==> config.mk <==
export PLATFORM = sky130hd
export DESIGN_NAME = sum_of_two_squares_test_core
export DESIGN_NICKNAME = d
export VERILOG_FILES = /design/src/rtl/sots_pkg.sv /design/src/rtl/sots_datapath.sv /design/src/rtl/sots_controller.sv /design/src/rtl/sum_of_two_squares_test_core.sv
export SDC_FILE = /design/constraint.sdc
export NUM_CORES = 1
export LEC_CHECK = 0
export CORE_MARGIN = 2
export CORE_UTILIZATION = 30
export CTS_BUF_LIST = sky130_fd_sc_hd__clkbuf_4
export CTS_CLUSTER_SIZE = 8
export DETAILED_ROUTE_END_ITERATION = 10
export DONT_BUFFER_PORTS = 1
export GPL_ROUTABILITY_DRIVEN = 0
export SLEW_MARGIN = 5
export SYNTH_ARGS = -nofsm -noshare
export SYNTH_HDL_FRONTEND = slang
export SYNTH_HIERARCHICAL = 1
export SYNTH_SLANG_ARGS = --single-unit
==> constraint.sdc <==
create_clock -name clock -period 4.7 [get_ports clock]
set_clock_uncertainty 0.15 [all_clocks]
set_input_delay 1.41 -clock clock [delete_from_list [all_inputs] [get_ports clock]]
set_output_delay 1.41 -clock clock [all_outputs]
set_load 0.01 [all_outputs]
==> src/rtl/sots_pkg.sv <==
// ----------------------------------------------------------------------------
// Sum of two squares test - shared definitions
// Widths, derived constants and the controller/datapath interface types.
// ----------------------------------------------------------------------------
`default_nettype none

package sots_pkg;

   // Width of the number under test (bits of the input word that are used)
   localparam int NUM_WIDTH  = 16;
   // Width of the input field on the port
   localparam int IN_WIDTH   = 16;
   // Width of each root field on the port
   localparam int OUT_ROOT_WIDTH = 8;

   // Half width, rounded up: a root of a NUM_WIDTH number fits in HALF_WIDTH bits
   localparam int HALF_WIDTH = (NUM_WIDTH + 1) / 2;
   // The first root may step one past the largest root, hence one bit more
   localparam int ROOT_WIDTH = HALF_WIDTH + 1;
   // Squares and their sum, with headroom for the overshoot
   localparam int SQ_WIDTH   = 2 * HALF_WIDTH + 2;

   // Starting value of the second root and its square
   localparam longint unsigned B_INIT_L = (64'd1 << HALF_WIDTH) - 64'd1;
   localparam logic [ROOT_WIDTH-1:0] B_INIT    = ROOT_WIDTH'(B_INIT_L);
   localparam logic [SQ_WIDTH-1:0]   B_SQ_INIT = SQ_WIDTH'(B_INIT_L * B_INIT_L);

   // Mask that keeps the low NUM_WIDTH bits of the number
   localparam logic [SQ_WIDTH-1:0] NUM_MASK =
      {{(SQ_WIDTH - NUM_WIDTH){1'b0}}, {NUM_WIDTH{1'b1}}};

   // Commands from the controller to the datapath
   typedef struct packed {
      logic start;   // load a new number and restart the search
      logic step;    // advance the search by one move
      logic load;    // capture the outcome in the result register
   } ctl_cmd_type;

   // Status from the datapath to the controller
   typedef struct packed {
      logic done;    // the search has reached a decision
      logic hit;     // the decision is a decomposition
   } ctl_status_type;

endpackage

`default_nettype wire

==> src/rtl/sots_datapath.sv <==
// ----------------------------------------------------------------------------
// Sum of two squares test - datapath
// Two-pointer search: a climbs from 1, b falls from the top root, with both
// squares kept up to date by additions and subtractions only. Holds the result word.
// ----------------------------------------------------------------------------
`default_nettype none

module sots_datapath
   import sots_pkg::*;
(
   input  wire logic                      clock,
   input  wire logic [IN_WIDTH-1:0]       number,
   input  wire ctl_cmd_type               cmd,
   output      ctl_status_type            status,
   output      logic                      found,
   output      logic [OUT_ROOT_WIDTH-1:0] first_root,
   output      logic [OUT_ROOT_WIDTH-1:0] second_root
);

   logic [SQ_WIDTH-1:0]   n_ff,    n_in;
   logic [ROOT_WIDTH-1:0] a_ff,    a_in;
   logic [ROOT_WIDTH-1:0] b_ff,    b_in;
   logic [SQ_WIDTH-1:0]   a_sq_ff, a_sq_in;
   logic [SQ_WIDTH-1:0]   b_sq_ff, b_sq_in;

   logic                       found_ff,  found_in;
   logic [OUT_ROOT_WIDTH-1:0]  first_ff,  first_in;
   logic [OUT_ROOT_WIDTH-1:0]  second_ff, second_in;

   logic [SQ_WIDTH-1:0]   sum;
   logic                  a_past;
   logic                  b_zero;
   logic                  sum_eq;
   logic                  sum_gt;
   logic [ROOT_WIDTH+OUT_ROOT_WIDTH-1:0] a_wide;
   logic [ROOT_WIDTH+OUT_ROOT_WIDTH-1:0] b_wide;

   // Decision for the current pair
   always_comb begin
      sum    = a_sq_ff + b_sq_ff;
      a_past = (a_sq_ff >= n_ff);
      b_zero = (b_ff == '0);
      sum_eq = (sum == n_ff);
      sum_gt = (sum > n_ff);
      status.done = a_past || b_zero || sum_eq;
      status.hit  = sum_eq && !a_past && !b_zero;
   end

   // Search registers: load on start, move one pointer on step
   always_comb begin
      n_in    = n_ff;
      a_in    = a_ff;
      b_in    = b_ff;
      a_sq_in = a_sq_ff;
      b_sq_in = b_sq_ff;
      if (cmd.start) begin
         n_in    = SQ_WIDTH'(number) & NUM_MASK;
         a_in    = ROOT_WIDTH'(1);
         a_sq_in = SQ_WIDTH'(1);
         b_in    = B_INIT;
         b_sq_in = B_SQ_INIT;
      end else if (cmd.step && !status.done) begin
         if (sum_gt) begin
            // (b-1)^2 = b^2 - (2b - 1)
            b_in    = b_ff - ROOT_WIDTH'(1);
            b_sq_in = b_sq_ff - SQ_WIDTH'({b_ff - ROOT_WIDTH'(1), 1'b1});
         end else begin
            // (a+1)^2 = a^2 + 2a + 1
            a_in    = a_ff + ROOT_WIDTH'(1);
            a_sq_in = a_sq_ff + SQ_WIDTH'({a_ff, 1'b1});
         end
      end
   end

   // Result word: roots are cleared when nothing is found
   always_comb begin
      a_wide    = {{OUT_ROOT_WIDTH{1'b0}}, a_ff};
      b_wide    = {{OUT_ROOT_WIDTH{1'b0}}, b_ff};
      found_in  = found_ff;
      first_in  = first_ff;
      second_in = second_ff;
      if (cmd.load) begin
         found_in  = status.hit;
         first_in  = status.hit ? a_wide[OUT_ROOT_WIDTH-1:0] : '0;
         second_in = status.hit ? b_wide[OUT_ROOT_WIDTH-1:0] : '0;
      end
   end

   always_ff @(posedge clock) begin
      n_ff      <= n_in;
      a_ff      <= a_in;
      b_ff      <= b_in;
      a_sq_ff   <= a_sq_in;
      b_sq_ff   <= b_sq_in;
      found_ff  <= found_in;
      first_ff  <= first_in;
      second_ff <= second_in;
   end

   assign found       = found_ff;
   assign first_root  = first_ff;
   assign second_root = second_ff;

endmodule

`default_nettype wire

==> src/rtl/sots_controller.sv <==
// ----------------------------------------------------------------------------
// Sum of two squares test - controller
// Sequences one word through the search and owns the handshakes of both
// channels, including the result slot that frees the search early.
// ----------------------------------------------------------------------------
`default_nettype none

module sots_controller
   import sots_pkg::*;
(
   input  wire logic            clock,
   input  wire logic            reset,
   input  wire logic            req_valid,
   output      logic            req_ready,
   output      logic            rsp_valid,
   input  wire logic            rsp_ready,
   input  wire ctl_status_type  status,
   output      ctl_cmd_type     cmd
);

   localparam logic [1:0] ST_IDLE   = 2'd0;
   localparam logic [1:0] ST_SEARCH = 2'd1;
   localparam logic [1:0] ST_HOLD   = 2'd2;

   logic [1:0] state_ff, state_in;
   logic       rsp_valid_ff, rsp_valid_in;
   logic       slot_free;

   assign slot_free = !rsp_valid_ff || rsp_ready;
   assign req_ready = (state_ff == ST_IDLE);
   assign rsp_valid = rsp_valid_ff;

   // Next state and commands
   always_comb begin
      state_in  = state_ff;
      cmd.start = 1'b0;
      cmd.step  = 1'b0;
      cmd.load  = 1'b0;
      case (state_ff)
         ST_IDLE: begin
            if (req_valid) begin
               cmd.start = 1'b1;
               state_in  = ST_SEARCH;
            end
         end
         ST_SEARCH: begin
            cmd.step = 1'b1;
            if (status.done) begin
               if (slot_free) begin
                  cmd.load = 1'b1;
                  state_in = ST_IDLE;
               end else begin
                  state_in = ST_HOLD;
               end
            end
         end
         ST_HOLD: begin
            // decision is frozen; wait for the result slot
            if (slot_free) begin
               cmd.load = 1'b1;
               state_in = ST_IDLE;
            end
         end
         default: begin
            state_in = ST_IDLE;
         end
      endcase
   end

   // Result slot occupancy
   always_comb begin
      rsp_valid_in = rsp_valid_ff;
      if (cmd.load) begin
         rsp_valid_in = 1'b1;
      end else if (rsp_ready) begin
         rsp_valid_in = 1'b0;
      end
   end

   always_ff @(posedge clock) begin
      if (reset) begin
         state_ff     <= ST_IDLE;
         rsp_valid_ff <= 1'b0;
      end else begin
         state_ff     <= state_in;
         rsp_valid_ff <= rsp_valid_in;
      end
   end

endmodule

`default_nettype wire

==> src/rtl/sum_of_two_squares_test_core.sv <==
// ----------------------------------------------------------------------------
// Sum of two squares test - top level
// Decides whether a number is a*a + b*b with a, b >= 1 and returns the
// smallest such a with its b.
// ----------------------------------------------------------------------------
// Flow: the word is loaded, then the search makes one move per cycle until it
//   reaches a decision, then the result is loaded into the output register once the slot is free.
// Throughput: one word at a time; the next word is taken as soon as the result
//   is in the output register.
// Reset: synchronous, active high; clears the controller and the result valid.
`default_nettype none

module sum_of_two_squares_test_core
   import sots_pkg::*;
(
   input  wire logic        clock,
   input  wire logic        reset,
   // request channel
   input  wire logic        req_tvalid,
   output      logic        req_tready,
   input  wire logic [15:0] req_tdata,   // [15:0] number
   // result channel
   output      logic        rsp_tvalid,
   input  wire logic        rsp_tready,
   output      logic [23:0] rsp_tdata    // [0] found, [8:1] first_root,
                                         // [16:9] second_root, [23:17] zero
);

   ctl_cmd_type               cmd;
   ctl_status_type            status;
   logic                      found;
   logic [OUT_ROOT_WIDTH-1:0] first_root;
   logic [OUT_ROOT_WIDTH-1:0] second_root;

   sots_controller u_controller (
      .clock     (clock),
      .reset     (reset),
      .req_valid (req_tvalid),
      .req_ready (req_tready),
      .rsp_valid (rsp_tvalid),
      .rsp_ready (rsp_tready),
      .status    (status),
      .cmd       (cmd)
   );

   sots_datapath u_datapath (
      .clock       (clock),
      .number      (req_tdata),
      .cmd         (cmd),
      .status      (status),
      .found       (found),
      .first_root  (first_root),
      .second_root (second_root)
   );

   // Pack the result word
   assign rsp_tdata = {7'd0, second_root, first_root, found};

endmodule

`default_nettype wire

# Word level (Yosys, flattened, before mapping)
# Cells that the tools add are included.
[totals] reg_bits=90 inputBits=20 elab_cells=53
[classes] n_addsub=5 order_cmp=2 n_eq_ne=6 n_mux=13 bitwise_logic=1 n_reduce_logical=16
[op_table] op="adder 18 x 10 -> 18 bit" count=1
[op_table] op="adder 18 bit" count=1
[op_table] op="== test 18 x 16 -> 1 bit" count=1
[op_table] op=">= comparator 18 x 16 -> 1 bit" count=1
[op_table] op="greater-than comparator 18 x 16 -> 1 bit" count=1
[op_table] op="subtractor 18 x 10 -> 18 bit" count=1
[op_table] op="adder 9 x 1 -> 9 bit, second input constant" count=1
[op_table] op="zero test 9 bit" count=1
[op_table] op="subtractor 9 x 1 -> 9 bit, second input constant" count=1
[op_table] op="2-to-1 mux 2 bit" count=4
[op_table] op="2-to-1 mux 1 bit" count=7
[op_table] op="one-hot mux 2 bit (3 select lines)" count=1
[op_table] op="zero test 1 bit" count=4
[op_table] op="inequality test 2 x 1 -> 1 bit, second input constant" count=2
[op_table] op="AND reduction 2 bit" count=2
[op_table] op="logical AND 1 bit" count=3
[op_table] op="logical OR 1 bit" count=3
[op_table] op="AND reduction 3 bit" count=1
[op_table] op="== test 2 x 1 -> 1 bit, second input constant" count=1
[op_table] op="== test 2 bit, second input constant" count=1
[op_table] op="zero test 2 bit" count=1
[op_table] op="inequality test 2 bit, second input constant" count=1
[op_table] op="one-hot mux 1 bit (2 select lines)" count=1
[op_table] op="nonzero test 2 bit" count=1
[op_table] op="inverter 1 bit" count=1

# Longest topological paths before layout
[logic_depth] depth_word=6 ltp_mapped=22 mapped_depth_nobuf=20

# Hierarchy
# Netlist, hierarchy kept.
[by_module_without_submodules] module="sots_datapath" n_inst=1 cells_per_inst=632 area_per_inst_um2=5765.5 seq_area_each_um2=2072.0
[by_module_without_submodules] module="sots_controller" n_inst=1 cells_per_inst=27 area_per_inst_um2=237.7 seq_area_each_um2=60.1
[by_module_without_submodules] module="sum_of_two_squares_test_core" n_inst=1 cells_per_inst=9 area_per_inst_um2=63.8 seq_area_each_um2=0.0

# Worst setup path after synthesis
# No wires, ideal clock.
[synth_path] kind="register to register" startpoint="register u_datapath.a_sq_ff[0]" endpoint="register u_datapath.a_sq_ff[5]" setup_ns=0.128 arrival_time_ns=3.977 slack_ns=0.446 path_stages_with_launch=22 n_path_buf=2 synth_period_minus_slack_ns=4.254 cell_sequence="dfxtp_1 -> ha_1 -> inv_1 -> fa_1 -> nor2b_1 -> o211ai_1 -> a31oi_1 -> nor3_1 -> o21ai_0 -> a21o_1 -> a21oi_1 -> xnor2_1 -> ha_1 -> nand3_1 -> or4_1 -> nand2_1 -> a21oi_1 -> nand4b_1 -> buf_2 -> buf_2 -> mux2i_1 -> nor2_1"
[synth_via] elab_chain_len=6 elab_cells_between_ends=11 cone_classes="2 x add/sub; 2 x order compare; 1 x eq/ne; 1 x bitwise; 5 x reduce/logical"
[synth_rtl] element="start: declaration" line="sots_datapath.sv:23" text="logic [SQ_WIDTH-1:0] a_sq_ff, a_sq_in;"
[synth_rtl] element="start signal: assignment" line="sots_datapath.sv:93" text="a_sq_ff <= a_sq_in;"
[synth_rtl] element="branches (longest 6 deep; another with adder 18 bit)"
# Parallel ways; which one is timed is not known.
# A chain may end at the register's enable or synchronous reset.

# Worst setup path in the final report
[layout_path] startpoint="register u_datapath.b_ff[0]" endpoint="register u_datapath.b_sq_ff[17]"
[layout_via] elab_chain_len=6 elab_cells_between_ends=8 cone_classes="2 x add/sub; 6 x reduce/logical"
[layout_rtl] element="start: declaration" line="sots_datapath.sv:22" text="logic [ROOT_WIDTH-1:0] b_ff, b_in;"
[layout_rtl] element="start signal: assignment" line="sots_datapath.sv:92" text="b_ff <= b_in;"
[layout_rtl] element="branches (longest 6 deep; another with subtractor 18 x 10 -> 18 bit)"
[layout_rtl] element="end signal: assignment" line="sots_datapath.sv:94" text="b_sq_ff <= b_sq_in;"
[layout_rtl] element="end: declaration" line="sots_datapath.sv:24" text="logic [SQ_WIDTH-1:0] b_sq_ff, b_sq_in;"
# Parallel ways; which one is timed is not known.

==> reports/qor.json <==
{
  "hold_path": {
    "min-delay-path-class": "register to register",
    "min-delay-start": "u_datapath/b_sq_ff[5]$_SDFFE_PP0P_"
  },
  "timing": {
    "min_period_over_period_pct": 93.7,
    "grt_setup_unrepaired": "no",
    "fmax_mhz": 227,
    "final.setup.tns_ns": 0,
    "fin_hold_ws_ns": 0.343,
    "final-max-slew-violation-count": 0,
    "report.final.setup_viol": 0,
    "final_report_hold_violation_count": 0,
    "worst_slew_pin_slew_ns": 0.706,
    "final_period_minus_worst_setup_slack_ns": 4.40,
    "slew-limit-headroom_pct": 52.7
  },
  "worst_setup_path": {
    "cp.required_ns": 4.97,
    "path_max_fanout": 5,
    "category_of_the_critical_setup_timing_path": "register to register",
    "worst_setup_path_start_kind": "register",
    "path_delay_family": "simple AND/OR/NAND/NOR gates",
    "crit_path_start": "u_datapath/b_ff[0]$_SDFFE_PP1P_",
    "max_stage_delay_ns": 0.51,
    "reg2reg_slack_ns": 0.30,
    "worstPathArrival_ns": 4.68,
    "critical_path.n_buffers_inverters": 1,
    "r2r-start": "u_datapath/b_ff[0]$_SDFFE_PP1P_",
    "critPathMostFrequentCell": "or3_1",
    "critPathSlowestCell": "or3b_2",
    "setup.worst_path.end_class": "register",
    "crit_path_cell_trace": "inv_1 > ha_1 > or3b_2 > or3_1 > nor3_2 > xnor2_1 > ha_1 > or3_1 > or2_2 > or3_1 > or3_1 > or4_1 > a21oi_1"
  },
  "global_routing": {
    "largest_net_degree_at_the_start_of_global_routing": 59,
    "grt_antenna_before_repair": 1,
    "grt_pass1_wl_um": 22400,
    "total_congestion_overflow": 0,
    "global_route_usage_over_all_layers_pct": 13.2,
    "first_global_vias": 4314
  },
  "status": {
    "status": "complete, no violations"
  },
  "routing": {
    "drtAntennaViolNets": 0,
    "drcViolationCount": 0,
    "avgViaCountPerCell": 5.03,
    "drt_iter0_markers": 319,
    "routed-via-count": 4813,
    "drtPass1Iterations": 4,
    "detail_route.wirelength_um": 14100,
    "drt_wl_cell_um": 14.7
  },
  "clocking": {
    "clock_sink_count": 90,
    "cts-htree-levels": 3,
    "clk_transition_reported_paths_ns": 0.17,
    "insertion_delay_ns": 0.51,
    "cts_buffers": 9,
    "tritoncts": "built",
    "cell_at_the_root_of_the_clock_tree": "clkbuf_4",
    "ctsHoldBuffers": 0,
    "max-clock-path-buffers": 2
  },
  "yosys": {
    "syn-mean-instance-area_um2": 9.08,
    "ys_seq_elements": 90,
    "synth_cell_types": 63,
    "synth_top_area_share_pct": 18.8,
    "synth-edff-count": 33,
    "synthesis.instances": 668,
    "post_synth_instance_area_um2": 6070,
    "yosysSeqAreaShare_pct": 35.1,
    "synthArstFlopShare_pct": 0,
    "synth_flop_cell": "dfxtp_1",
    "yosys.area.top_type": "dfxtp_1",
    "post_synth_main_area_contributors": "dfxtp_1 19%, edfxtp_1 16%, ha_1 15%",
    "synth_warnings": 6
  },
  "layout": {
    "final_core_utilization_pct": 33.6,
    "final_cell_mix": "70 x ha_1, 54 x a21oi_1, 49 x dfxtp_1, 47 x nand2_1, 43 x inv_1",
    "final_net_count": 777,
    "layout-area-overhead-vs-synth_pct": 11.0,
    "instances_no_fill": 957,
    "filler_cell_count": 2134,
    "layout.cells.most_common": "ha_1",
    "drive_above_1_share_pct": 12.2
  },
  "die": {
    "initial_util_pct": 30.3,
    "die_area_um2": 21400,
    "dieWidth_um": 146,
    "fp.coreArea_um2": 20000,
    "io_pins": 46,
    "die-height_um": 146,
    "rows": 52
  },
  "placement": {
    "place.detailed.instances": 933,
    "place.detailed.hpwl_um": 10600,
    "placement.io_buffers": 0
  },
  "pwr": {
    "power.ir.vdd_worst_v": 0.0000984,
    "leakage_power_figure_nw": 2.78,
    "cellPowerDensity_nw_per_um2": 324
  },
  "flow_run": {
    "cap_viol_max_count": 0
  }
}
-- cells in the mapped netlist (all sizes together) (5+ instances only) --
master	count
ha	73
a21oi	57
dfxtp	57
nand2	47
inv	43
nor2	38
edfxtp	33
o21ai	33
nand3	25
xnor2	22
and2	19
buf	15
or3	15
or4	13
a21o	12
mux2i	12
clkbuf	11
xor2	11
a211oi	10
nor2b	10
o31ai	10
nor3	9
o21a	9
a31oi	7
nand2b	7
nor4	7
o211ai	6
nand4	5
or2	5
-- per-layer routing --
metal  vias up  GRT usage, %  share of wire, %
li1       2468             -                 -
met1      2252          16.5                47
met2        77          22.3                48
met3        16          2.72               3.4
met4         0          5.39               2.1
met5         -             0                 0
-- worst paths after layout --
kind                                                             to  depth (start not counted)
worst max register to register  u_datapath/b_sq_ff[17]$_SDFFE_PP0P_                         13
worst max-delay path            u_datapath/b_sq_ff[17]$_SDFFE_PP0P_                         13
worst min register to register   u_datapath/b_sq_ff[5]$_SDFFE_PP0P_                          2
worst min-delay path             u_datapath/b_sq_ff[5]$_SDFFE_PP0P_                          2
-- area by class of cell --
cell class              count  area, µm²  area share, %
inverters                  44        165           2.45
flip-flops and latches     90       2140           31.8
well taps                 270        338           5.02
clock inverters             7       68.8           1.02
diodes                      1       2.50         0.0372
repair buffers             22        199           2.96
clock buffers               9       67.6           1.00
multi-input cells         514       3750           55.7
-- metrics by stage --
stage                     setup slack [ns]  area (µm²)  power, mW
after CTS                           0.0107        6570       2.16
after global placement               0.108        6430       1.70
after floorplan                      0.446        6090       1.50
after detailed placement            0.0431        6430       1.70
final                                0.297        6730       2.18
after global routing                0.0113        6730       2.35
-- logic make-up after synthesis --
kind of cell | after synthesis | share of synthesized area (%)
DFF | 90 | 35.1
xor gates and xnor gates | 33 | 4.76
AOI/OAI and AO/OA | 170 | 17.8
and+or+nand+nor | 214 | 18.8
other | 1 | 0.0618
buffers and inverters | 70 | 5.01
muxes | 14 | 2.35
adders and majority gates | 76 | 16.0
-- where the power goes --
part	internal, mW	switching (mW)	total (mW)
registers	0.879	0.0676	0.947
clock network	0.125	0.321	0.447
logic	0.339	0.452	0.791
total	1.34	0.841	2.18
-- flip-flops by register name (all words and copies together) (netlist names) --
register,flops
u_datapath/a_sq_ff,18
u_datapath/n_ff,16
u_datapath/found,1
u_datapath/a_ff,9
u_datapath/first_root,8
u_controller/state_ff,2
u_controller/rsp_valid,1
u_datapath/b_ff,9
u_datapath/second_root,8
u_datapath/b_sq_ff,18
-- timing repair --
action	CTS	global route
buffers inserted	0	6
endpoints found under the setup margin	0	88
gates resized for setup	0	35
-- worst min-delay path, stage by stage (launching register included) --
cell and delay (ns):
dfxtp_2 0.37, nand2_1 0.05, a21oi_1 0.05
Power figures use the tool's default switching activity.
